===== src/hdl/bpe_pkg.sv =====
// ----------------------------------------------------------------------------
// bpe_pkg
// shared constants and types of the bezier point evaluator
// ----------------------------------------------------------------------------
package bpe_pkg;

  localparam int MAX_POINTS_DEF  = 16;
  localparam int COORD_WIDTH_DEF = 24;
  localparam int T_FRAC_BITS_DEF = 16;

  // fixed field widths of the item and the register
  localparam int INDEX_WIDTH = 4;
  localparam int COUNT_WIDTH = 5;
  localparam logic [COUNT_WIDTH-1:0] COUNT_RESET = 5'd4;

  typedef enum logic {
    OP_LOAD = 1'b0,
    OP_EVAL = 1'b1
  } op_t;

  typedef enum logic [1:0] {
    ST_IDLE,
    ST_ISSUE,
    ST_DRAIN,
    ST_DONE
  } state_t;

endpackage


===== src/hdl/bpe_point_mem.sv =====
// ----------------------------------------------------------------------------
// bpe_point_mem
// point store, one write and one registered read per cycle
// ----------------------------------------------------------------------------
module bpe_point_mem #(
  parameter int DEPTH = bpe_pkg::MAX_POINTS_DEF,
  parameter int WIDTH = 2 * bpe_pkg::COORD_WIDTH_DEF
) (
  input  logic                     clk,
  input  logic                     we,
  input  logic [$clog2(DEPTH)-1:0] waddr,
  input  logic [WIDTH-1:0]         wdata,
  input  logic [$clog2(DEPTH)-1:0] raddr,
  output logic [WIDTH-1:0]         rdata
);

  logic [WIDTH-1:0] mem [DEPTH];

  always_ff @(posedge clk) begin
    if (we) begin
      mem[waddr] <= wdata;
    end
  end

  always_ff @(posedge clk) begin
    rdata <= mem[raddr];
  end

endmodule


===== src/hdl/bpe_lerp_unit.sv =====
// ----------------------------------------------------------------------------
// bpe_lerp_unit
// three-stage interpolation a + t*(b-a), rounded half up
// ----------------------------------------------------------------------------
module bpe_lerp_unit #(
  parameter int COORD_WIDTH = bpe_pkg::COORD_WIDTH_DEF,
  parameter int T_FRAC_BITS = bpe_pkg::T_FRAC_BITS_DEF
) (
  input  logic                          clk,
  input  logic                          rst,
  input  logic                          in_valid,
  input  logic [T_FRAC_BITS:0]          t,
  input  logic signed [COORD_WIDTH-1:0] a,
  input  logic signed [COORD_WIDTH-1:0] b,
  output logic                          out_valid,
  output logic signed [COORD_WIDTH-1:0] res,
  output logic                          busy
);

  localparam int AccW = COORD_WIDTH + T_FRAC_BITS + 3;
  localparam logic signed [AccW-1:0] Half = AccW'(1) << (T_FRAC_BITS - 1);

  logic                          va, vb;
  logic signed [COORD_WIDTH:0]   diff;
  logic signed [COORD_WIDTH-1:0] a_a, a_b;
  logic signed [AccW-1:0]        prod;
  logic signed [AccW-1:0]        acc;

  // (1-t)*a + t*b written as a*2^T + t*(b-a)
  always_ff @(posedge clk) begin
    diff <= {b[COORD_WIDTH-1], b} - {a[COORD_WIDTH-1], a};
    a_a  <= a;
    prod <= $signed({1'b0, t}) * diff;
    a_b  <= a_a;
    res  <= acc[T_FRAC_BITS +: COORD_WIDTH];
  end

  always_comb begin
    acc = $signed({{3{a_b[COORD_WIDTH-1]}}, a_b, {T_FRAC_BITS{1'b0}}}) + prod + Half;
  end

  always_ff @(posedge clk) begin
    if (rst) begin
      va        <= 1'b0;
      vb        <= 1'b0;
      out_valid <= 1'b0;
    end else begin
      va        <= in_valid;
      vb        <= va;
      out_valid <= vb;
    end
  end

  assign busy = va | vb | out_valid;

endmodule


===== src/hdl/bezier_point_evaluator.sv =====
// ----------------------------------------------------------------------------
// bezier_point_evaluator
// de casteljau evaluation of a bezier curve over stored control points
// ----------------------------------------------------------------------------
// a load item is written into the control store as it is taken; an evaluate item
// walks the levels of its n points down to a single point:
// one memory read per cycle feeds the shared lerp pair, and each level drains the
// 5-stage read/lerp/write-back loop before the next level reads it.
// one item in work at a time; the next can be taken in the cycle in which the result shows.
// reset (synchronous) returns to idle, point_count = 4, stores are not cleared.
module bezier_point_evaluator #(
  parameter int MAX_POINTS  = bpe_pkg::MAX_POINTS_DEF,
  parameter int COORD_WIDTH = bpe_pkg::COORD_WIDTH_DEF,
  parameter int T_FRAC_BITS = bpe_pkg::T_FRAC_BITS_DEF
) (
  input  logic                               clk,
  input  logic                               rst,
  input  logic                               point_count_we,
  input  logic [bpe_pkg::COUNT_WIDTH-1:0]    point_count,
  input  logic                               in_valid,
  output logic                               in_stall,
  input  logic                               opcode,
  input  logic [bpe_pkg::INDEX_WIDTH-1:0]    point_index,
  input  logic signed [COORD_WIDTH-1:0]      point_x,
  input  logic signed [COORD_WIDTH-1:0]      point_y,
  input  logic [T_FRAC_BITS:0]               t_value,
  output logic                               out_valid,
  input  logic                               out_stall,
  output logic signed [COORD_WIDTH-1:0]      curve_x,
  output logic signed [COORD_WIDTH-1:0]      curve_y
);

  import bpe_pkg::*;

  localparam int IdxW  = $clog2(MAX_POINTS);
  localparam int CntW  = $clog2(MAX_POINTS + 1);
  localparam int PairW = 2 * COORD_WIDTH;
  localparam logic [T_FRAC_BITS:0] TOne = {1'b1, {T_FRAC_BITS{1'b0}}};

  state_t state, state_next;

  logic [COUNT_WIDTH-1:0] count_cfg;
  logic [CntW-1:0]        n_sat, n_m1;
  logic [IdxW-1:0]        m_start;
  logic [T_FRAC_BITS:0]   t_sat, t_q;

  logic            in_fire, load_we, eval_start;
  logic            issue, last_issue, out_load, pipe_busy;
  logic [IdxW-1:0] rd_idx, lvl_m;
  logic            from_ctrl;

  logic            p1_valid, p1_first, p1_ctrl, p1_single, p1_last;
  logic [IdxW-1:0] p1_waddr;
  logic [IdxW-1:0] wtag [3];
  logic            last_tag [3];

  logic [PairW-1:0]              ctrl_rdata, scr_rdata, rd;
  logic signed [COORD_WIDTH-1:0] rd_x, rd_y, prev_x, prev_y;
  logic signed [COORD_WIDTH-1:0] lx_res, ly_res, res_x, res_y;
  logic                          lerp_go, lx_valid, ly_valid, lx_busy, ly_busy;

  assign in_fire    = in_valid && !in_stall;
  assign load_we    = in_fire && (opcode == OP_LOAD) && (int'(point_index) < MAX_POINTS);
  assign eval_start = in_fire && (opcode == OP_EVAL);
  assign last_issue = (rd_idx == lvl_m);
  assign pipe_busy  = p1_valid | lx_busy | ly_busy;

  // point count and t clamped to their legal ranges
  always_comb begin
    if (count_cfg == '0) begin
      n_sat = CntW'(1);
    end else if (int'(count_cfg) > MAX_POINTS) begin
      n_sat = CntW'(MAX_POINTS);
    end else begin
      n_sat = CntW'(count_cfg);
    end
    n_m1    = n_sat - CntW'(1);
    m_start = n_m1[IdxW-1:0];
    t_sat   = (t_value > TOne) ? TOne : t_value;
  end

  always_ff @(posedge clk) begin
    if (rst) begin
      count_cfg <= COUNT_RESET;
    end else if (point_count_we) begin
      count_cfg <= point_count;
    end
  end

  // sequencer
  always_comb begin
    state_next = state;
    case (state)
      ST_IDLE: begin
        if (eval_start) state_next = ST_ISSUE;
      end
      ST_ISSUE: begin
        if (last_issue) state_next = ST_DRAIN;
      end
      ST_DRAIN: begin
        if (!pipe_busy) begin
          state_next = (lvl_m <= IdxW'(1)) ? ST_DONE : ST_ISSUE;
        end
      end
      ST_DONE: begin
        if (!out_valid || !out_stall) state_next = ST_IDLE;
      end
      default: state_next = ST_IDLE;
    endcase
  end

  always_comb begin
    in_stall = 1'b1;
    issue    = 1'b0;
    out_load = 1'b0;
    case (state)
      ST_IDLE:  in_stall = 1'b0;
      ST_ISSUE: issue    = 1'b1;
      ST_DRAIN: ;
      ST_DONE:  out_load = !out_valid || !out_stall;
      default:  in_stall = 1'b1;
    endcase
  end

  always_ff @(posedge clk) begin
    if (rst) begin
      state <= ST_IDLE;
    end else begin
      state <= state_next;
    end
  end

  always_ff @(posedge clk) begin
    if (eval_start) begin
      lvl_m     <= m_start;
      rd_idx    <= '0;
      from_ctrl <= 1'b1;
      t_q       <= t_sat;
    end else if (issue) begin
      rd_idx <= rd_idx + IdxW'(1);
    end else if (state == ST_DRAIN && !pipe_busy) begin
      // next level reads back the scratch store
      lvl_m     <= lvl_m - IdxW'(1);
      rd_idx    <= '0;
      from_ctrl <= 1'b0;
    end
  end

  bpe_point_mem #(
    .DEPTH (MAX_POINTS),
    .WIDTH (PairW)
  ) u_ctrl_mem (
    .clk   (clk),
    .we    (load_we),
    .waddr (IdxW'(point_index)),
    .wdata ({point_y, point_x}),
    .raddr (rd_idx),
    .rdata (ctrl_rdata)
  );

  bpe_point_mem #(
    .DEPTH (MAX_POINTS),
    .WIDTH (PairW)
  ) u_scratch_mem (
    .clk   (clk),
    .we    (lx_valid),
    .waddr (wtag[2]),
    .wdata ({ly_res, lx_res}),
    .raddr (rd_idx),
    .rdata (scr_rdata)
  );

  // read stage tags
  always_ff @(posedge clk) begin
    if (rst) begin
      p1_valid <= 1'b0;
    end else begin
      p1_valid <= issue;
    end
  end

  always_ff @(posedge clk) begin
    p1_first  <= (rd_idx == '0);
    p1_ctrl   <= from_ctrl;
    p1_single <= (lvl_m == '0);
    p1_last   <= (lvl_m == IdxW'(1));
    p1_waddr  <= rd_idx - IdxW'(1);
  end

  assign rd      = p1_ctrl ? ctrl_rdata : scr_rdata;
  assign rd_x    = rd[COORD_WIDTH-1:0];
  assign rd_y    = rd[PairW-1:COORD_WIDTH];
  assign lerp_go = p1_valid && !p1_first && !p1_single;

  // previous entry of the level is the left operand
  always_ff @(posedge clk) begin
    if (p1_valid) begin
      prev_x <= rd_x;
      prev_y <= rd_y;
    end
    wtag[0]     <= p1_waddr;
    wtag[1]     <= wtag[0];
    wtag[2]     <= wtag[1];
    last_tag[0] <= p1_last;
    last_tag[1] <= last_tag[0];
    last_tag[2] <= last_tag[1];
  end

  bpe_lerp_unit #(
    .COORD_WIDTH (COORD_WIDTH),
    .T_FRAC_BITS (T_FRAC_BITS)
  ) u_lerp_x (
    .clk       (clk),
    .rst       (rst),
    .in_valid  (lerp_go),
    .t         (t_q),
    .a         (prev_x),
    .b         (rd_x),
    .out_valid (lx_valid),
    .res       (lx_res),
    .busy      (lx_busy)
  );

  bpe_lerp_unit #(
    .COORD_WIDTH (COORD_WIDTH),
    .T_FRAC_BITS (T_FRAC_BITS)
  ) u_lerp_y (
    .clk       (clk),
    .rst       (rst),
    .in_valid  (lerp_go),
    .t         (t_q),
    .a         (prev_y),
    .b         (rd_y),
    .out_valid (ly_valid),
    .res       (ly_res),
    .busy      (ly_busy)
  );

  // final point: the single lerp of the last level, or point 0 alone
  always_ff @(posedge clk) begin
    if (p1_valid && p1_single) begin
      res_x <= rd_x;
      res_y <= rd_y;
    end else if (lx_valid && last_tag[2]) begin
      res_x <= lx_res;
      res_y <= ly_res;
    end
  end

  always_ff @(posedge clk) begin
    if (rst) begin
      out_valid <= 1'b0;
    end else if (out_load) begin
      out_valid <= 1'b1;
    end else if (!out_stall) begin
      out_valid <= 1'b0;
    end
  end

  always_ff @(posedge clk) begin
    if (out_load) begin
      curve_x <= res_x;
      curve_y <= res_y;
    end
  end

  a_axes_lockstep: assert property (@(posedge clk) disable iff (rst)
    lx_valid == ly_valid)
    else $error("lerp units out of step");

  a_writeback_in_eval: assert property (@(posedge clk) disable iff (rst)
    lx_valid |-> (state == ST_ISSUE || state == ST_DRAIN))
    else $error("scratch write outside an evaluation");

  a_issue_bound: assert property (@(posedge clk) disable iff (rst)
    (state == ST_ISSUE) |-> (rd_idx <= lvl_m))
    else $error("read index past the level");

  a_result_from_done: assert property (@(posedge clk) disable iff (rst)
    $rose(out_valid) |-> ($past(state) == ST_DONE))
    else $error("result shown without a finished evaluation");

endmodule


===== config.mk =====
export PLATFORM = sky130hd
export DESIGN_NAME = bezier_point_evaluator
export DESIGN_NICKNAME = d
export VERILOG_FILES = /design/src/hdl/bpe_pkg.sv /design/src/hdl/bpe_point_mem.sv /design/src/hdl/bpe_lerp_unit.sv /design/src/hdl/bezier_point_evaluator.sv
export SDC_FILE = /design/constraint.sdc
export NUM_CORES = 2
export LEC_CHECK = 0
export CORE_MARGIN = 1.5
export CORE_UTILIZATION = 55
export DETAILED_ROUTE_END_ITERATION = 8
export DONT_BUFFER_PORTS = 1
export GPL_ROUTABILITY_DRIVEN = 0
export PLACE_DENSITY = 0.7
export SYNTH_ARGS = -nofsm -noshare
export SYNTH_HDL_FRONTEND = slang
export SYNTH_HIERARCHICAL = 1
export SYNTH_SLANG_ARGS = --single-unit

===== constraint.sdc =====
create_clock -name clk -period 12.4 [get_ports clk]
set_input_delay 2.48 -clock clk [delete_from_list [all_inputs] [get_ports clk]]
set_output_delay 2.48 -clock clk [all_outputs]
set_load 0.02 [all_outputs]

==> flow_results.xml <==
<?xml version="1.0" encoding="UTF-8"?>
<metrics>
  <group name="status">
    <metric name="status" unit="">complete, no violations</metric>
  </group>
  <group name="yosys">
    <metric name="synth.net_count" unit="">8155</metric>
    <metric name="syn_area_per_cell" unit="µm²">15.0</metric>
    <metric name="synth_async_sr_flop_share" unit="%">0</metric>
    <metric name="post_synth_instance_area" unit="µm²">105000</metric>
    <metric name="yosysTopAreaCell" unit="">edfxtp_1</metric>
    <metric name="synth_top_cells_by_count" unit="">1701 x edfxtp_1, 1037 x inv_1, 792 x fa_1</metric>
    <metric name="synth_seq_cells" unit="">2084</metric>
    <metric name="count_of_different_cell_masters_after_synthesis" unit="">89</metric>
    <metric name="yosysWarnings" unit="">6</metric>
    <metric name="fraction_of_post_synthesis_cell_area_in_the_top_cell_type_by_area" unit="%">48.7</metric>
    <metric name="post-synth-top-count-cell" unit="">edfxtp_1</metric>
    <metric name="synth.area.top_cells" unit="">edfxtp_1 49%, fa_1 15%, mux4_2 8.2%, dfxtp_1 7.3%, inv_1 3.7%</metric>
    <metric name="postSynth.topFlopCell" unit="">edfxtp_1</metric>
    <metric name="synthesized_netlist_cell_count" unit="">6995</metric>
    <metric name="synth-edff-count" unit="">1701</metric>
    <metric name="ys_seq_area_share" unit="%">56.0</metric>
  </group>
  <group name="layout">
    <metric name="layout.nets" unit="">8170</metric>
    <metric name="fillerInstances" unit="">14100</metric>
    <metric name="fraction_of_final_layout_cells_sized_beyond_drive_strength_1" unit="%">13.3</metric>
    <metric name="design_area" unit="µm²">115000</metric>
    <metric name="area_taken_by_flip_flops_and_latches" unit="µm²">58800</metric>
    <metric name="flow.area_growth_from_synthesis" unit="%">9.20</metric>
    <metric name="multiInputGateArea" unit="µm²">41300</metric>
  </group>
  <group name="cts">
    <metric name="cts-buffers-inserted" unit="">200</metric>
    <metric name="cts_hold_repair.buffers" unit="">0</metric>
    <metric name="cts_root_buffer" unit="">clkbuf_16</metric>
    <metric name="insertion_delay" unit="ns">0.86</metric>
    <metric name="htree_levels" unit="">4</metric>
    <metric name="longest_clk_path_bufs" unit="">3</metric>
    <metric name="post_cts.resized_instances" unit="">0</metric>
    <metric name="cts_tree" unit="">yes</metric>
    <metric name="cts_sinks" unit="">2084</metric>
    <metric name="clkTransAtPathRegs" unit="ns">0.06</metric>
    <metric name="postCtsSetupRepairBufs" unit="">0</metric>
  </group>
  <group name="worst_setup_path">
    <metric name="critical_path_arrival" unit="ns">8.24</metric>
    <metric name="critical_path.startpoint_type" unit="">flop</metric>
    <metric name="path_common_cell" unit="">fa_1</metric>
    <metric name="biggest_cell_delay_along_the_critical_path" unit="ns">1.16</metric>
    <metric name="crit_slowest_cell" unit="">edfxtp_1</metric>
    <metric name="worst-endpoint-required" unit="ns">13.13</metric>
    <metric name="r2r-start" unit="">t_q[5]$_SDFFCE_PN0P_</metric>
    <metric name="timing.critical_path.from" unit="">t_q[5]$_SDFFCE_PN0P_</metric>
    <metric name="worstSetupEndpointType" unit="">flop</metric>
    <metric name="timing.critical_path.cells" unit="">buf_4 &gt; and2_1 &gt; fa_1 &gt; inv_1 &gt; fa_1 &gt; fa_1 &gt; fa_1 &gt; inv_1 &gt; fa_1 &gt; inv_1 &gt; fa_1 &gt; inv_1 &gt; ha_1 &gt; and3_1 &gt; and3_1 &gt; nor3_1 &gt; a21oi_1 &gt; nand2_1 &gt; o31ai_2 &gt; a31oi_2 &gt; a21oi_2 &gt; a21oi_1 &gt; xnor2_1</metric>
    <metric name="critical_path.max_fanout" unit="">26</metric>
    <metric name="setup.worst_path.class" unit="">flop to flop</metric>
  </group>
  <group name="global_routing">
    <metric name="grt_start_max_net_pins" unit="">136</metric>
    <metric name="grt_pass1_wl" unit="µm">370000</metric>
    <metric name="global_route_total_overflow" unit="">0</metric>
    <metric name="grt_pass1_vias" unit="">60100</metric>
    <metric name="track_usage" unit="%">25.9</metric>
    <metric name="grt_antenna_before_repair" unit="">19</metric>
  </group>
  <group name="routing">
    <metric name="route.vias.total" unit="">56800</metric>
    <metric name="antenna_violating_nets_post_route" unit="">0</metric>
    <metric name="routedWlPerCell" unit="µm">25.2</metric>
    <metric name="routed_via_density" unit="">5.86</metric>
    <metric name="number_of_remaining_drc_errors" unit="">0</metric>
    <metric name="drt_first_iter_violations" unit="">4888</metric>
    <metric name="drt_pass1_iterations" unit="">5</metric>
    <metric name="route.final.wire_length" unit="µm">244000</metric>
  </group>
  <group name="worst_hold_path">
    <metric name="holdCritPathClass" unit="">flop to flop</metric>
    <metric name="timing.hold.worst.start" unit="">u_lerp_x/a_a[19]$_DFF_P_</metric>
  </group>
  <group name="timing">
    <metric name="totalNegativeSetupSlack" unit="ns">0</metric>
    <metric name="rsz0062_at_grt" unit="">no</metric>
    <metric name="transition_time_at_the_pin_with_the_least_slew_margin" unit="ns">1.24</metric>
    <metric name="final.setup_skew" unit="ns">0.0404</metric>
    <metric name="max_slew_margin" unit="%">17.6</metric>
    <metric name="final.hold.worst_slack" unit="ns">0.303</metric>
    <metric name="timing.final.hold_violations" unit="">0</metric>
    <metric name="layout_worst_path_cycle_share" unit="%">60.6</metric>
    <metric name="finish_stage_setup_viols" unit="">0</metric>
    <metric name="slew_violations" unit="">0</metric>
    <metric name="finalWorstPathRequiredPeriod" unit="ns">7.52</metric>
    <metric name="clock.fmax" unit="MHz">133</metric>
  </group>
  <group name="floorplan">
    <metric name="die_outline_width" unit="µm">440</metric>
    <metric name="floorplan.initialDensity" unit="%">55.3</metric>
    <metric name="io-pin-count" unit="">130</metric>
    <metric name="fp-row-count" unit="">160</metric>
    <metric name="core_area" unit="µm²">190000</metric>
    <metric name="floorplan.die.height" unit="µm">440</metric>
    <metric name="die_area" unit="µm²">193000</metric>
  </group>
  <group name="place">
    <metric name="dp.final_hpwl" unit="µm">149000</metric>
    <metric name="dpl-instance-area" unit="µm²">108000</metric>
    <metric name="place.port_buffers" unit="">0</metric>
  </group>
  <group name="run">
    <metric name="max_cap_violations" unit="">0</metric>
  </group>
</metrics>
final cells by class:
| cell class | instances | share of cell area [%] |
|---|---|---|
| diodes | 3 | 0.00656 |
| inverters | 1038 | 3.40 |
| repair buffers | 82 | 0.559 |
| well taps | 2511 | 2.74 |
| multi-input cells | 3604 | 36.1 |
| clock buffers | 267 | 4.85 |
| clock inverters | 108 | 1.04 |
| flip-flops and latches | 2084 | 51.3 |
per-stage QoR:
stage               cells  worst slack [ns]  utilization [%]
floorplan            6995              5.42                -
global placement     9319              5.05             56.8
global route         9694              4.48             60.3
detailed placement   9319              4.94             56.8
finish               9697              4.88             60.3
CTS                  9694              4.88             60.3
sequential cells by signal, summed over array words and instances (netlist names), 25 cells and up:
name,count
u_lerp_x/prod,25
u_lerp_x/diff,25
u_lerp_y/diff,25
u_lerp_y/prod,25
u_ctrl_mem/rdata,48
u_ctrl_mem/mem,768
u_scratch_mem/rdata,48
u_scratch_mem/mem,768
final timing paths:
path                          endpoint  slack (ns)  cells after the start
max          u_lerp_x/prod[37]$_DFF_P_        4.88                     23
max reg2reg  u_lerp_x/prod[37]$_DFF_P_        4.88                     23
min reg2reg   u_lerp_x/a_b[19]$_DFF_P_        0.30                      0
min           u_lerp_x/a_b[19]$_DFF_P_        0.30                      0
worst max-delay path, delay by kind of cell (launching register included):
kind	cells	cell delay [ns]
buf+inv	5	0.74
simple gates	5	0.79
flops	1	1.16
compound gates	5	1.38
fa+ha+maj	7	3.19
xor+xnor	1	0.13
logic make-up (layout without fill, tap and decap cells):
logic type | after synthesis | in the layout | share of synthesized area, %
buffers and inverters | 1307 | 1495 | 4.85
XOR/XNOR | 168 | 168 | 1.40
multiplexers | 485 | 485 | 9.33
AO/OA/AOI/OAI | 540 | 540 | 3.63
adder cells (fa/ha/maj) | 1080 | 1080 | 18.6
flip-flops | 2084 | 2084 | 56.0
AND/OR/NAND/NOR | 1331 | 1331 | 6.22
other | 0 | 3 | 0
routing by layer:
metal / up-vias / share of wire (%) / global-route usage [%] / wire length [µm]
li1: 24300 / - / - / -
met1: 29900 / 40 / 34.7 / 97100
met2: 2150 / 50 / 43.8 / 122000
met3: 445 / 7.4 / 4.52 / 17900
met4: 6 / 2.8 / 7.42 / 6720
met5: - / 0.023 / 0 / 56
cells in the final DEF, fill, tap and decap left out, types with 14 or more instances in the layout:
cell type  instances
clkinv_1          26
nor3_1            29
xnor2_1          128
edfxtp_1        1701
o21a_1            36
nor2_1            89
ha_1             288
bufinv_16         22
clkbuf_8          21
clkbuf_16        204
clkbuf_1          42
nand2b_1          22
a22oi_1          193
nor2_4            27
xor2_1            40
inv_1           1037
a21o_1            53
nor2b_1           39
mux4_2           384
and3_1            17
a31oi_1           14
clkinv_2          37
mux2_2            96
and2_1           386
o21ai_0           33
a21oi_1          107
nand3_1           24
nand2_1          608
fa_1             792
dfxtp_1          379
buf_4             80
nand4_1           21
Power is left out: the tool's default activity adds up to more than one toggle a clock period on the data nets, which glitch-free logic cannot reach.
